## config.mk

```make
export PLATFORM = sky130hd
export DESIGN_NAME = imu_offset_cal_moving_average
export DESIGN_NICKNAME = d
export VERILOG_FILES = /design/src/imu_ofs_pkg.sv /design/src/imu_ofs_ram.sv /design/src/imu_ofs_cdiv.sv /design/src/imu_ofs_cal.sv /design/src/imu_ofs_win.sv /design/src/imu_offset_cal_moving_average.sv
export VERILOG_INCLUDE_DIRS = /design/src /design/src/src
export SDC_FILE = /design/constraint.sdc
export NUM_CORES = 2
export LEC_CHECK = 0
export BUFFER_PORTS_ARGS = -buffer_cell sky130_fd_sc_hd__buf_2
export CORE_MARGIN = 2
export CORE_UTILIZATION = 34
export DETAILED_ROUTE_END_ITERATION = 8
export SYNTH_ARGS = -nofsm -noshare
export SYNTH_HDL_FRONTEND = slang
export SYNTH_SLANG_ARGS = --single-unit
```

## constraint.sdc

```tcl
create_clock -name i_clk -period 17.7 [get_ports i_clk]
set_input_delay 3.54 -clock i_clk [delete_from_list [all_inputs] [get_ports i_clk]]
set_output_delay 3.54 -clock i_clk [all_outputs]
set_load 0.05 [all_outputs]
```

## src/imu_offset_cal_moving_average_defines.svh

```systemverilog
// ----------------------------------------------------------------------------
// imu offset calibration: assertion macros
// shared concurrent property wrappers, empty when building for synthesis
// ----------------------------------------------------------------------------
`ifndef IMU_OFFSET_CAL_MOVING_AVERAGE_DEFINES_SVH
`define IMU_OFFSET_CAL_MOVING_AVERAGE_DEFINES_SVH

`ifndef SYNTHESIS

// same-cycle implication
`define IOC_ASSERT_NOW(lbl, clk, rst_n, ante, cons) \
    lbl: assert property (@(posedge clk) disable iff (!rst_n) (ante) |-> (cons)) \
        else $error("imu offset cal: same-cycle property violated");

// next-cycle implication
`define IOC_ASSERT_NXT(lbl, clk, rst_n, ante, cons) \
    lbl: assert property (@(posedge clk) disable iff (!rst_n) (ante) |=> (cons)) \
        else $error("imu offset cal: next-cycle property violated");

`else

`define IOC_ASSERT_NOW(lbl, clk, rst_n, ante, cons)
`define IOC_ASSERT_NXT(lbl, clk, rst_n, ante, cons)

`endif

`endif

```

## src/imu_ofs_pkg.sv

```systemverilog
// ----------------------------------------------------------------------------
// imu offset calibration package
// field widths, defaults and types shared by the calibration and window units
// ----------------------------------------------------------------------------
`default_nettype none

package imu_ofs_pkg;

    localparam int RAW_W       = 16;
    localparam int ACC_OFS_W   = 17;
    localparam int GYRO_OFS_W  = 16;
    localparam int ACC_CORR_W  = 18;
    localparam int GYRO_CORR_W = 17;
    localparam int ONE_G_W     = 15;

    localparam logic [ONE_G_W-1:0] ONE_G_RESET = 15'd4096;

    localparam int WINDOW_DEF      = 8;
    localparam int CAL_SAMPLES_DEF = 512;

    // stream widths
    localparam int S_TDATA_W = 6 * RAW_W;
    localparam int TUSER_W   = 2;
    localparam int M_TDATA_W = 112;
    localparam int ROW_W     = 3 * ACC_CORR_W + 3 * GYRO_CORR_W;

    typedef logic signed [RAW_W-1:0]       t_raw;
    typedef logic signed [ACC_OFS_W-1:0]   t_acc_ofs;
    typedef logic signed [GYRO_OFS_W-1:0]  t_gyro_ofs;
    typedef logic signed [ACC_CORR_W-1:0]  t_acc_corr;
    typedef logic signed [GYRO_CORR_W-1:0] t_gyro_corr;

    typedef t_raw       t_raw_axes       [3];
    typedef t_acc_ofs   t_acc_ofs_axes   [3];
    typedef t_gyro_ofs  t_gyro_ofs_axes  [3];
    typedef t_acc_corr  t_acc_corr_axes  [3];
    typedef t_gyro_corr t_gyro_corr_axes [3];

    // calibration requests, start_acc in bit 0
    typedef struct packed {
        logic start_gyro;
        logic start_acc;
    } t_cal_req;

    // calibration completion, acc_done in bit 0
    typedef struct packed {
        logic gyro_done;
        logic acc_done;
    } t_cal_flags;

endpackage

`default_nettype wire

```

## src/imu_ofs_ram.sv

```systemverilog
// ----------------------------------------------------------------------------
// imu offset calibration: generic ram
// one write port, one read port with registered read data
// ----------------------------------------------------------------------------
`default_nettype none

module imu_ofs_ram #(
    parameter int WIDTH = imu_ofs_pkg::ROW_W,
    parameter int DEPTH = imu_ofs_pkg::WINDOW_DEF
) (
    input  logic                     i_clk,
    input  logic                     i_we,
    input  logic [$clog2(DEPTH)-1:0] i_waddr,
    input  logic [WIDTH-1:0]         i_wdata,
    input  logic [$clog2(DEPTH)-1:0] i_raddr,
    output logic [WIDTH-1:0]         o_rdata
);

    logic [WIDTH-1:0] r_mem [DEPTH];
    logic [WIDTH-1:0] r_rdata;

    always_ff @(posedge i_clk) begin
        if (i_we) begin
            r_mem[i_waddr] <= i_wdata;
        end
        r_rdata <= r_mem[i_raddr];
    end

    assign o_rdata = r_rdata;

endmodule

`default_nettype wire

```

## src/imu_ofs_cdiv.sv

```systemverilog
// ----------------------------------------------------------------------------
// imu offset calibration: signed divide by constant
// truncates toward zero; shift for powers of two, reciprocal multiply otherwise
// ----------------------------------------------------------------------------
`default_nettype none

module imu_ofs_cdiv #(
    parameter int WIDTH   = 24,
    parameter int DIVISOR = imu_ofs_pkg::WINDOW_DEF
) (
    input  logic signed [WIDTH-1:0] i_num,
    output logic signed [WIDTH-1:0] o_quo
);

    localparam int Log    = $clog2(DIVISOR);
    localparam bit IsPow2 = (DIVISOR == (1 << Log));

    logic [WIDTH-1:0] mag;
    logic [WIDTH-1:0] q_mag;

    assign mag = i_num[WIDTH-1] ? WIDTH'(-i_num) : WIDTH'(i_num);

    if (IsPow2) begin : g_shift
        assign q_mag = mag >> Log;
    end else begin : g_recip
        // ceil(2^shift / divisor) is exact for every magnitude below 2^width
        localparam int Shift = WIDTH + Log;
        localparam logic [63:0] RecipFull =
            ((64'd1 << Shift) + 64'(DIVISOR) - 64'd1) / 64'(DIVISOR);
        localparam logic [WIDTH:0] Recip = RecipFull[WIDTH:0];

        logic [2*WIDTH:0] prod;

        assign prod  = (2*WIDTH+1)'(mag) * (2*WIDTH+1)'(Recip);
        assign q_mag = WIDTH'(prod >> Shift);
    end

    assign o_quo = i_num[WIDTH-1] ? $signed(-q_mag) : $signed(q_mag);

endmodule

`default_nettype wire

```

## src/imu_ofs_cal.sv

```systemverilog
// ----------------------------------------------------------------------------
// imu offset calibration: offset calibration unit
// accumulates raw samples and turns them into accelerometer and gyro offsets
// ----------------------------------------------------------------------------
`default_nettype none

`include "imu_offset_cal_moving_average_defines.svh"

module imu_ofs_cal #(
    parameter int CAL_SAMPLES = imu_ofs_pkg::CAL_SAMPLES_DEF
) (
    input  logic                                 i_clk,
    input  logic                                 i_rst_n,
    input  logic                                 i_fire,
    input  imu_ofs_pkg::t_raw_axes               i_acc,
    input  imu_ofs_pkg::t_raw_axes               i_gyro,
    input  imu_ofs_pkg::t_cal_req                i_req,
    input  logic [imu_ofs_pkg::ONE_G_W-1:0]      i_one_g,
    output imu_ofs_pkg::t_acc_ofs_axes           o_acc_ofs,
    output imu_ofs_pkg::t_gyro_ofs_axes          o_gyro_ofs,
    output imu_ofs_pkg::t_cal_flags              o_flags
);

    import imu_ofs_pkg::*;

    localparam int CntW     = $clog2(CAL_SAMPLES);
    localparam int AccSumW  = ACC_OFS_W + CntW;
    localparam int GyroSumW = RAW_W + CntW;
    localparam logic [CntW-1:0] CntLast = CntW'(CAL_SAMPLES - 1);

    logic                      r_acc_act, r_gyro_act;
    logic [CntW-1:0]           r_acc_cnt, r_gyro_cnt;
    logic signed [AccSumW-1:0]  r_acc_sum  [3];
    logic signed [GyroSumW-1:0] r_gyro_sum [3];
    t_acc_ofs_axes             r_acc_ofs;
    t_gyro_ofs_axes            r_gyro_ofs;

    logic                      n_acc_act, n_gyro_act;
    logic [CntW-1:0]           n_acc_cnt, n_gyro_cnt;
    logic signed [AccSumW-1:0]  n_acc_sum  [3];
    logic signed [GyroSumW-1:0] n_gyro_sum [3];

    logic                      acc_run, acc_last, acc_stay;
    logic                      gyro_run, gyro_last, gyro_stay;
    t_acc_ofs                  acc_in     [3];
    logic signed [AccSumW-1:0]  acc_add    [3];
    logic signed [GyroSumW-1:0] gyro_add   [3];
    logic signed [AccSumW-1:0]  acc_quo    [3];
    logic signed [GyroSumW-1:0] gyro_quo   [3];

    // sums and counters sit at zero while a calibration is idle
    assign acc_run   = r_acc_act | i_req.start_acc;
    assign acc_last  = acc_run && (r_acc_cnt == CntLast);
    assign acc_stay  = acc_run && !acc_last;
    assign gyro_run  = r_gyro_act | i_req.start_gyro;
    assign gyro_last = gyro_run && (r_gyro_cnt == CntLast);
    assign gyro_stay = gyro_run && !gyro_last;

    // one g comes off z before it is accumulated
    assign acc_in[0] = ACC_OFS_W'(i_acc[0]);
    assign acc_in[1] = ACC_OFS_W'(i_acc[1]);
    assign acc_in[2] = ACC_OFS_W'(i_acc[2]) - ACC_OFS_W'(i_one_g);

    for (genvar a = 0; a < 3; a++) begin : g_axis
        assign acc_add[a]  = r_acc_sum[a] + AccSumW'(acc_in[a]);
        assign gyro_add[a] = r_gyro_sum[a] + GyroSumW'(i_gyro[a]);

        imu_ofs_cdiv #(
            .WIDTH   (AccSumW),
            .DIVISOR (CAL_SAMPLES)
        ) u_acc_div (
            .i_num (acc_add[a]),
            .o_quo (acc_quo[a])
        );

        imu_ofs_cdiv #(
            .WIDTH   (GyroSumW),
            .DIVISOR (CAL_SAMPLES)
        ) u_gyro_div (
            .i_num (gyro_add[a]),
            .o_quo (gyro_quo[a])
        );

        // offsets finished on this sample already correct it
        assign o_acc_ofs[a]  = acc_last  ? acc_quo[a][ACC_OFS_W-1:0]   : r_acc_ofs[a];
        assign o_gyro_ofs[a] = gyro_last ? gyro_quo[a][GYRO_OFS_W-1:0] : r_gyro_ofs[a];
    end

    always_comb begin
        n_acc_act  = acc_stay;
        n_acc_cnt  = acc_stay ? r_acc_cnt + 1'b1 : '0;
        // a finished accelerometer run hands over to a gyro run
        n_gyro_act = gyro_stay || acc_last;
        n_gyro_cnt = gyro_stay ? r_gyro_cnt + 1'b1 : '0;
        for (int a = 0; a < 3; a++) begin
            n_acc_sum[a]  = acc_stay  ? acc_add[a]  : '0;
            n_gyro_sum[a] = gyro_stay ? gyro_add[a] : '0;
        end
    end

    assign o_flags.acc_done  = acc_last;
    assign o_flags.gyro_done = gyro_last;

    always_ff @(posedge i_clk) begin
        if (!i_rst_n) begin
            r_acc_act  <= 1'b0;
            r_gyro_act <= 1'b0;
            r_acc_cnt  <= '0;
            r_gyro_cnt <= '0;
            for (int a = 0; a < 3; a++) begin
                r_acc_sum[a]  <= '0;
                r_gyro_sum[a] <= '0;
                r_acc_ofs[a]  <= '0;
                r_gyro_ofs[a] <= '0;
            end
        end else if (i_fire) begin
            r_acc_act  <= n_acc_act;
            r_gyro_act <= n_gyro_act;
            r_acc_cnt  <= n_acc_cnt;
            r_gyro_cnt <= n_gyro_cnt;
            r_acc_sum  <= n_acc_sum;
            r_gyro_sum <= n_gyro_sum;
            r_acc_ofs  <= o_acc_ofs;
            r_gyro_ofs <= o_gyro_ofs;
        end
    end

    `IOC_ASSERT_NOW(a_acc_idle_cnt, i_clk, i_rst_n, !r_acc_act, r_acc_cnt == CntW'(0))
    `IOC_ASSERT_NOW(a_gyro_idle_cnt, i_clk, i_rst_n, !r_gyro_act, r_gyro_cnt == CntW'(0))
    `IOC_ASSERT_NXT(a_gyro_follows, i_clk, i_rst_n, i_fire && o_flags.acc_done, r_gyro_act && !r_acc_act)

endmodule

`default_nettype wire

```

## src/imu_ofs_win.sv

```systemverilog
// ----------------------------------------------------------------------------
// imu offset calibration: moving window
// per-axis history in one ram row per slot, with running window sums
// ----------------------------------------------------------------------------
`default_nettype none

`include "imu_offset_cal_moving_average_defines.svh"

module imu_ofs_win #(
    parameter int WINDOW = imu_ofs_pkg::WINDOW_DEF
) (
    input  logic                             i_clk,
    input  logic                             i_rst_n,
    input  logic                             i_advance,
    input  imu_ofs_pkg::t_acc_corr_axes      i_acc_corr,
    input  imu_ofs_pkg::t_gyro_corr_axes     i_gyro_corr,
    output logic signed [imu_ofs_pkg::ACC_CORR_W+$clog2(WINDOW)-1:0]  o_acc_sum  [3],
    output logic signed [imu_ofs_pkg::GYRO_CORR_W+$clog2(WINDOW)-1:0] o_gyro_sum [3]
);

    import imu_ofs_pkg::*;

    localparam int PtrW     = $clog2(WINDOW);
    localparam int AccSumW  = ACC_CORR_W + PtrW;
    localparam int GyroSumW = GYRO_CORR_W + PtrW;
    localparam int GyroBase = 3 * ACC_CORR_W;

    logic [PtrW-1:0]            r_ptr;
    logic [WINDOW-1:0]          r_valid;
    logic signed [AccSumW-1:0]  r_acc_sum  [3];
    logic signed [GyroSumW-1:0] r_gyro_sum [3];

    logic signed [AccSumW-1:0]  n_acc_sum  [3];
    logic signed [GyroSumW-1:0] n_gyro_sum [3];
    logic [PtrW-1:0]            n_ptr;

    logic [PtrW-1:0]  raddr;
    logic [ROW_W-1:0] rd_row, old_row, new_row;
    t_acc_corr        old_acc  [3];
    t_gyro_corr       old_gyro [3];

    assign n_ptr = (r_ptr == PtrW'(WINDOW - 1)) ? '0 : r_ptr + 1'b1;

    // read ahead so the row under the pointer is ready when the item arrives
    assign raddr = i_advance ? n_ptr : r_ptr;

    // rows not yet written count as zero
    assign old_row = r_valid[r_ptr] ? rd_row : '0;

    for (genvar a = 0; a < 3; a++) begin : g_axis
        assign old_acc[a]  = old_row[a*ACC_CORR_W +: ACC_CORR_W];
        assign old_gyro[a] = old_row[GyroBase + a*GYRO_CORR_W +: GYRO_CORR_W];
        assign new_row[a*ACC_CORR_W +: ACC_CORR_W]              = i_acc_corr[a];
        assign new_row[GyroBase + a*GYRO_CORR_W +: GYRO_CORR_W] = i_gyro_corr[a];

        assign n_acc_sum[a]  = r_acc_sum[a] + AccSumW'(i_acc_corr[a])
                             - AccSumW'(old_acc[a]);
        assign n_gyro_sum[a] = r_gyro_sum[a] + GyroSumW'(i_gyro_corr[a])
                             - GyroSumW'(old_gyro[a]);
    end

    imu_ofs_ram #(
        .WIDTH (ROW_W),
        .DEPTH (WINDOW)
    ) u_ram (
        .i_clk   (i_clk),
        .i_we    (i_advance),
        .i_waddr (r_ptr),
        .i_wdata (new_row),
        .i_raddr (raddr),
        .o_rdata (rd_row)
    );

    always_ff @(posedge i_clk) begin
        if (!i_rst_n) begin
            r_ptr   <= '0;
            r_valid <= '0;
            for (int a = 0; a < 3; a++) begin
                r_acc_sum[a]  <= '0;
                r_gyro_sum[a] <= '0;
            end
        end else if (i_advance) begin
            r_ptr          <= n_ptr;
            r_valid[r_ptr] <= 1'b1;
            r_acc_sum      <= n_acc_sum;
            r_gyro_sum     <= n_gyro_sum;
        end
    end

    assign o_acc_sum  = r_acc_sum;
    assign o_gyro_sum = r_gyro_sum;

    // slots fill in pointer order, so a valid slot under the pointer means all are
    `IOC_ASSERT_NOW(a_fill_order, i_clk, i_rst_n, r_valid[r_ptr], &r_valid)
    `IOC_ASSERT_NXT(a_valid_grows, i_clk, i_rst_n, 1'b1, $countones(r_valid) >= $past($countones(r_valid)))

endmodule

`default_nettype wire

```

## src/imu_offset_cal_moving_average.sv

```systemverilog
// ----------------------------------------------------------------------------
// imu offset calibration with moving average
// six-axis bias removal, on-demand offset calibration and per-axis window mean
// ----------------------------------------------------------------------------
// Takes one six-axis sample per transaction and returns one result per
// sample. A sample is registered; when it fires, it updates the offset
// calibration, is corrected by the current offsets and enters the WINDOW-deep
// history; the middle stage then divides the registered window sums by WINDOW
// into the output register. Throughput is one sample per clock while the
// output is not stalled, limited by the combinational state update
// (accumulator add, offset divide, offset subtract and window sum update).
// The window history lives in one ram row per slot with a valid bit per row,
// so the block is ready right after reset with no clearing pass; unwritten
// slots count as zero. Averages and offsets truncate toward zero.
// one_g_counts must be written over the cfg channel only while the block is
// idle, which the block itself does not enforce; its reset value is 4096.
// ----------------------------------------------------------------------------
`default_nettype none

module imu_offset_cal_moving_average #(
    parameter int WINDOW      = imu_ofs_pkg::WINDOW_DEF,
    parameter int CAL_SAMPLES = imu_ofs_pkg::CAL_SAMPLES_DEF
) (
    input  logic                                 i_clk,
    input  logic                                 i_rst_n,

    // sample input
    input  logic                                 i_s_axis_tvalid,
    output logic                                 o_s_axis_tready,
    // acc_x, acc_y, acc_z, gyro_x, gyro_y, gyro_z (16 bit each)
    input  logic [imu_ofs_pkg::S_TDATA_W-1:0]    i_s_axis_tdata,
    // start_acc_cal, start_gyro_cal
    input  logic [imu_ofs_pkg::TUSER_W-1:0]      i_s_axis_tuser,

    // averaged output
    output logic                                 o_m_axis_tvalid,
    input  logic                                 i_m_axis_tready,
    // avg_acc_x, avg_acc_y, avg_acc_z (18 bit), avg_gyro_x, avg_gyro_y,
    // avg_gyro_z (17 bit), zero pad
    output logic [imu_ofs_pkg::M_TDATA_W-1:0]    o_m_axis_tdata,
    // acc_cal_done, gyro_cal_done
    output logic [imu_ofs_pkg::TUSER_W-1:0]      o_m_axis_tuser,

    // one_g_counts register write
    input  logic                                 i_cfg_valid,
    output logic                                 o_cfg_ready,
    input  logic [imu_ofs_pkg::ONE_G_W-1:0]      i_cfg_data
);

    import imu_ofs_pkg::*;

    localparam int AccSumW  = ACC_CORR_W + $clog2(WINDOW);
    localparam int GyroSumW = GYRO_CORR_W + $clog2(WINDOW);
    localparam int PadW     = M_TDATA_W - ROW_W;

    // pipeline control
    logic r_in_v, r_mid_v, r_out_v;
    logic n_in_v, n_mid_v, n_out_v;
    logic out_free, mid_adv, mid_free, fire, in_acc;

    // input register
    t_raw_axes  r_in_acc, r_in_gyro;
    t_cal_req   r_in_req;

    // config register
    logic [ONE_G_W-1:0] r_one_g;

    // state update path
    t_acc_ofs_axes   acc_ofs;
    t_gyro_ofs_axes  gyro_ofs;
    t_cal_flags      cal_flags;
    t_acc_corr_axes  acc_corr;
    t_gyro_corr_axes gyro_corr;
    logic signed [AccSumW-1:0]  acc_sum  [3];
    logic signed [GyroSumW-1:0] gyro_sum [3];

    // completion flags that travel with the window sums
    t_cal_flags r_mid_flags;

    // average path and output register
    logic signed [AccSumW-1:0]  acc_quo  [3];
    logic signed [GyroSumW-1:0] gyro_quo [3];
    t_acc_corr   r_out_acc  [3];
    t_gyro_corr  r_out_gyro [3];
    t_cal_flags  r_out_flags;

    // each stage moves when the one after it is empty or emptying
    assign out_free = !r_out_v || i_m_axis_tready;
    assign mid_adv  = r_mid_v && out_free;
    assign mid_free = !r_mid_v || out_free;
    assign fire     = r_in_v && mid_free;
    assign in_acc   = i_s_axis_tvalid && o_s_axis_tready;

    assign o_s_axis_tready = !r_in_v || fire;

    always_comb begin
        n_in_v  = in_acc  ? 1'b1 : (fire    ? 1'b0 : r_in_v);
        n_mid_v = fire    ? 1'b1 : (mid_adv ? 1'b0 : r_mid_v);
        n_out_v = mid_adv ? 1'b1 : (i_m_axis_tready ? 1'b0 : r_out_v);
    end

    always_ff @(posedge i_clk) begin
        if (!i_rst_n) begin
            r_in_v  <= 1'b0;
            r_mid_v <= 1'b0;
            r_out_v <= 1'b0;
            r_one_g <= ONE_G_RESET;
        end else begin
            r_in_v  <= n_in_v;
            r_mid_v <= n_mid_v;
            r_out_v <= n_out_v;
            if (i_cfg_valid) begin
                r_one_g <= i_cfg_data;
            end
        end
    end

    assign o_cfg_ready = 1'b1;

    // input register, unpacked from the stream word
    always_ff @(posedge i_clk) begin
        if (in_acc) begin
            for (int a = 0; a < 3; a++) begin
                r_in_acc[a]  <= i_s_axis_tdata[a*RAW_W +: RAW_W];
                r_in_gyro[a] <= i_s_axis_tdata[(a+3)*RAW_W +: RAW_W];
            end
            r_in_req <= t_cal_req'(i_s_axis_tuser);
        end
    end

    // calibration runs first so finishing offsets apply to this sample
    imu_ofs_cal #(
        .CAL_SAMPLES (CAL_SAMPLES)
    ) u_cal (
        .i_clk      (i_clk),
        .i_rst_n    (i_rst_n),
        .i_fire     (fire),
        .i_acc      (r_in_acc),
        .i_gyro     (r_in_gyro),
        .i_req      (r_in_req),
        .i_one_g    (r_one_g),
        .o_acc_ofs  (acc_ofs),
        .o_gyro_ofs (gyro_ofs),
        .o_flags    (cal_flags)
    );

    // offset correction, widened so it never wraps
    for (genvar a = 0; a < 3; a++) begin : g_corr
        assign acc_corr[a]  = ACC_CORR_W'(r_in_acc[a]) - ACC_CORR_W'(acc_ofs[a]);
        assign gyro_corr[a] = GYRO_CORR_W'(r_in_gyro[a]) - GYRO_CORR_W'(gyro_ofs[a]);
    end

    // window sums update on fire and then hold the middle stage's data
    imu_ofs_win #(
        .WINDOW (WINDOW)
    ) u_win (
        .i_clk       (i_clk),
        .i_rst_n     (i_rst_n),
        .i_advance   (fire),
        .i_acc_corr  (acc_corr),
        .i_gyro_corr (gyro_corr),
        .o_acc_sum   (acc_sum),
        .o_gyro_sum  (gyro_sum)
    );

    always_ff @(posedge i_clk) begin
        if (fire) begin
            r_mid_flags <= cal_flags;
        end
    end

    // window mean, truncated toward zero
    for (genvar a = 0; a < 3; a++) begin : g_avg
        imu_ofs_cdiv #(
            .WIDTH   (AccSumW),
            .DIVISOR (WINDOW)
        ) u_acc_avg (
            .i_num (acc_sum[a]),
            .o_quo (acc_quo[a])
        );

        imu_ofs_cdiv #(
            .WIDTH   (GyroSumW),
            .DIVISOR (WINDOW)
        ) u_gyro_avg (
            .i_num (gyro_sum[a]),
            .o_quo (gyro_quo[a])
        );
    end

    always_ff @(posedge i_clk) begin
        if (mid_adv) begin
            for (int a = 0; a < 3; a++) begin
                r_out_acc[a]  <= acc_quo[a][ACC_CORR_W-1:0];
                r_out_gyro[a] <= gyro_quo[a][GYRO_CORR_W-1:0];
            end
            r_out_flags <= r_mid_flags;
        end
    end

    assign o_m_axis_tvalid = r_out_v;
    assign o_m_axis_tdata  = {PadW'(0),
                              r_out_gyro[2], r_out_gyro[1], r_out_gyro[0],
                              r_out_acc[2],  r_out_acc[1],  r_out_acc[0]};
    assign o_m_axis_tuser  = r_out_flags;

endmodule

`default_nettype wire
```

==> impl_metrics.py <==
metrics = {
    "floorplanning": {
        "dieHeight_um": 505,
        "core_area_um2": 250000,
        "total_i_o_pin_count": 235,
        "fp.dieW_um": 505,
        "initial_utilization_pct": 34.1,
        "die_area_um2": 255000,
        "row_cnt": 184,
    },
    "detailed_routing": {
        "detail_route.vias_per_cell": 5.27,
        "totalWireLength_um": 236000,
        "post_drt_wl_per_cell_um": 19.0,
        "first_pass_detailed_route_iteration_total": 6,
        "drc_errors": 0,
        "final_antenna_net_count": 0,
        "vias": 65400,
        "number_of_drc_violations_after_detailed_routing_iteration_0": 5040,
    },
    "cts": {
        "postCtsSetupBuffers": 0,
        "tritoncts": "yes",
        "root_buffer": "sky130_fd_sc_hd__clkbuf_16",
        "worstSkewPairLatency_ns": 0.85,
        "cts-root-to-sink-buffers": 3,
        "number_of_clock_buffers_inserted_by_tritoncts": 171,
        "ctsResizeCount": 0,
        "cts_sinks": 1576,
        "clkSlewWorstSetupHoldPaths_ns": 0.06,
        "htree_num_levels": 4,
        "cts.hold.buffers_added": 0,
    },
    "sta": {
        "timing.final.crit_period_ns": 10.92,
        "grt_setup_unrepaired": "no",
        "slew_headroom_pct": 16.6,
        "setup_viol": 0,
        "final.setup.worst_slack_ns": 6.78,
        "timing.final.crit_share_pct": 61.7,
        "final-max-slew-violation-count": 0,
        "tightest_slew_ns": 1.22,
        "max_clock_freq_mhz": 91.6,
        "setup-tns-final_ns": 0,
        "finalClockSkew_ns": 0.0376,
        "hold_viol_final": 0,
    },
    "place": {
        "port-buffer-count": 226,
        "dp_worst_setup_slack_ns": 7.06,
        "final_replace_weighted_congestion": 0.878,
        "placed_cell_area_um2": 89900,
        "dp.final_hpwl_um": 155000,
    },
    "global_route": {
        "grt_first_pass_wirelength_um": 364000,
        "grt-busiest-layer": "met2",
        "antenna_found_initial": 21,
        "groute.layer.met2.usage_pct": 28.0,
        "maximum_number_of_pins_on_one_net_before_global_route_repair": 144,
        "grt_use_total_pct": 17.9,
        "grtUsageMet1_pct": 25.9,
        "first_global_vias": 62600,
        "grtUsageMet3_pct": 2.75,
        "globalRoute.totalOverflow": 0,
    },
    "logic_synthesis": {
        "yosys-top-cells-area": "sky130_fd_sc_hd__edfxtp_1, sky130_fd_sc_hd__dfxtp_1, sky130_fd_sc_hd__nand2_1",
        "post-synth-top-area-fraction_pct": 36.8,
        "synth_enable_flop_cells": 1047,
        "synth_top_cell_by_area": "sky130_fd_sc_hd__edfxtp_1",
        "syn-cell-area_um2": 85400,
        "synth_cells": 8859,
        "yosysUniqueCellTypes": 96,
        "share_of_flip_flops_with_an_asynchronous_set_or_reset_after_synthesis_pct": 0,
        "postSynth.topFlopCell": "sky130_fd_sc_hd__edfxtp_1",
        "yosysWarnings": 0,
        "ys_ff_latch": 1576,
        "ys_seq_area_share_pct": 49.2,
        "synthesis.area_per_instance_um2": 9.64,
    },
    "worst_setup_path": {
        "critical_path.max_fanout": 16,
        "cp_slowest_cell": "sky130_fd_sc_hd__nor2_1",
        "critical_path.n_buffers_inverters": 0,
        "worstSetupPathType": "reg2reg",
        "worst_path_dominant_cell_family": "compound AO/OA/AOI/OAI gates",
        "critPathRequiredTime_ns": 18.43,
        "type_of_element_capturing_the_critical_path": "flop",
        "arrival_ns": 11.65,
        "cp-start-kind": "flop",
        "critical_path.max_stage_delay_ns": 0.81,
        "cp_common_cell": "sky130_fd_sc_hd__o21ai_0",
    },
    "final_layout": {
        "syn2layout_area_growth_pct": 12.2,
        "final_layout_size_suffix_gt1_share_pct": 7.58,
        "design_area_um2": 95900,
        "finish.net_count": 9565,
        "finalCoreUtilization_pct": 38.3,
    },
    "job": {
        "cap_violations": 0,
    },
    "power": {
        "p_per_area_nw_per_um2": 129,
        "design_power_total_mw": 12.4,
        "ir_worst_vdd_v": 0.0000766,
        "cellLeakagePower_nw": 36.6,
    },
    "run_status": {
        "status": "finished, final reports clean",
    },
    "min_path": {
        "worstHoldPathType": "reg2reg",
    },
}
==> per-layer routing <==
layer | wire [um] | vias up
li1 | - | 31500
met3 | 14200 | 301
met4 | 4720 | 16
met2 | 104000 | 1856
met5 | 101 | -
met1 | 112000 | 31700
==> state kept, by name, indices dropped and copies added, names as in the netlist, 15 cells and up <==
signal and flops:
r_in_acc 48, r_in_gyro 48, r_one_g 15, r_out_acc 54
r_out_gyro 51, u_cal.r_acc_ofs 51, u_cal.r_acc_sum 78, u_cal.r_gyro_ofs 48
u_cal.r_gyro_sum 75, u_win.o_acc_sum 63, u_win.o_gyro_sum 60, u_win.u_ram.o_rdata 105
u_win.u_ram.r_mem 840
==> worst min-delay path, stage by stage (launching register included) <==
cell and delay [ns]:
sky130_fd_sc_hd__dfxtp_1 0.31, sky130_fd_sc_hd__nand2_1 0.05, sky130_fd_sc_hd__a21oi_1 0.05
==> cell families after synthesis <==
family,after synthesis,share of synthesized area (%)
AND/OR/NAND/NOR,3662,19.3
AO/OA/AOI/OAI,1665,12.4
flip-flops,1576,49.2
buffers and inverters,821,3.69
adder cells (fa/ha/maj),547,9.27
XOR/XNOR,492,5.04
multiplexers,94,1.12
other,2,0.00879
==> cell usage after synthesis (14+ instances only) <==
cell type                   count
sky130_fd_sc_hd__nand2_1     1593
sky130_fd_sc_hd__o21bai_1      27
sky130_fd_sc_hd__a31o_2        14
sky130_fd_sc_hd__a2111oi_0     21
sky130_fd_sc_hd__edfxtp_1    1047
sky130_fd_sc_hd__nor2b_1       63
sky130_fd_sc_hd__and2_1        70
sky130_fd_sc_hd__dfxtp_1      529
sky130_fd_sc_hd__a22oi_1      114
sky130_fd_sc_hd__nand3_1      692
sky130_fd_sc_hd__and4_1        24
sky130_fd_sc_hd__mux2i_1       82
sky130_fd_sc_hd__nor3_1       165
sky130_fd_sc_hd__clkbuf_1     385
sky130_fd_sc_hd__a211o_1       19
sky130_fd_sc_hd__a31oi_1       44
sky130_fd_sc_hd__xor2_1       181
sky130_fd_sc_hd__o21ai_0      421
sky130_fd_sc_hd__nand4_1       70
sky130_fd_sc_hd__o31ai_1       19
sky130_fd_sc_hd__and3_1        66
sky130_fd_sc_hd__buf_1         43
sky130_fd_sc_hd__a21o_1       135
sky130_fd_sc_hd__o211ai_1      36
sky130_fd_sc_hd__o21ba_2       19
sky130_fd_sc_hd__o21ai_1       17
sky130_fd_sc_hd__nand2b_1      41
sky130_fd_sc_hd__o2111ai_1     15
sky130_fd_sc_hd__or2_2         22
sky130_fd_sc_hd__a21boi_0      44
sky130_fd_sc_hd__o21a_1        46
sky130_fd_sc_hd__a211oi_1      68
sky130_fd_sc_hd__a21oi_1      464
sky130_fd_sc_hd__or4_1         26
sky130_fd_sc_hd__nor4_1        43
sky130_fd_sc_hd__ha_1         404
sky130_fd_sc_hd__nor2_1       647
sky130_fd_sc_hd__nor3b_1       16
sky130_fd_sc_hd__inv_1        371
sky130_fd_sc_hd__fa_1         143
sky130_fd_sc_hd__or3_1         75
sky130_fd_sc_hd__xnor2_1      311
==> power by group <==
part	switching, mW	internal, mW	leakage (nW)	total [mW]
sequential	0.303	4.25	13.9	4.55
clock	1.57	2.16	2.86	3.73
combinational	2.45	1.62	19.9	4.07
total	4.32	8.03	36.6	12.4
==> cells in the final DEF (no fill, tap or decap), types with 41 or more instances in the layout <==
master	n
sky130_fd_sc_hd__a211oi_1	68
sky130_fd_sc_hd__a21boi_0	44
sky130_fd_sc_hd__nor2b_1	62
sky130_fd_sc_hd__and3_1	66
sky130_fd_sc_hd__fa_1	143
sky130_fd_sc_hd__nor4_1	42
sky130_fd_sc_hd__a31oi_1	43
sky130_fd_sc_hd__o21a_1	45
sky130_fd_sc_hd__a21o_1	134
sky130_fd_sc_hd__nand3_1	692
sky130_fd_sc_hd__or3_1	74
sky130_fd_sc_hd__o21ai_0	421
sky130_fd_sc_hd__and2_1	70
sky130_fd_sc_hd__a21oi_1	463
sky130_fd_sc_hd__clkbuf_16	176
sky130_fd_sc_hd__xor2_1	181
sky130_fd_sc_hd__inv_1	369
sky130_fd_sc_hd__nand2b_1	41
sky130_fd_sc_hd__dfxtp_1	529
sky130_fd_sc_hd__buf_2	225
sky130_fd_sc_hd__nor2_1	641
sky130_fd_sc_hd__mux2i_1	81
sky130_fd_sc_hd__a22oi_1	114
sky130_fd_sc_hd__nand4_1	70
sky130_fd_sc_hd__nor3_1	160
sky130_fd_sc_hd__buf_4	79
sky130_fd_sc_hd__ha_1	404
sky130_fd_sc_hd__edfxtp_1	1047
sky130_fd_sc_hd__xnor2_1	309
sky130_fd_sc_hd__nand2_1	1592
==> worst paths after layout <==
path                       start             endpoint  slack [ns]  depth (start not counted)
max                 r_in_acc[18]  u_win.o_acc_sum[41]        6.78                         38
max reg2reg         r_in_acc[18]  u_win.o_acc_sum[41]        6.78                         38
min          u_cal.r_acc_ofs[32]  u_cal.r_acc_ofs[32]        0.45                          2
min reg2reg  u_cal.r_acc_ofs[32]  u_cal.r_acc_ofs[32]        0.45                          2
==> final cells by class <==
cell class	instances	area [um^2]
Antenna cell	6	15.0
Clock buffer	221	4700
Clock inverter	101	1210
Fill cell	24800	155000
Inverter	373	1410
Multi-Input combinational cell	6468	40500
Sequential cell	1576	42000
Tap cell	3348	4190
Timing Repair Buffer	310	1840
==> per-stage QoR <==
step	cells	hold slack (ns)
after global routing	12400	0.475
after CTS	12400	0.455
final	12400	0.453
after detailed placement	12100	0.449
after global placement	12100	0.439
after floorplan	8865	0.400
Power figures use the tool's default switching activity.
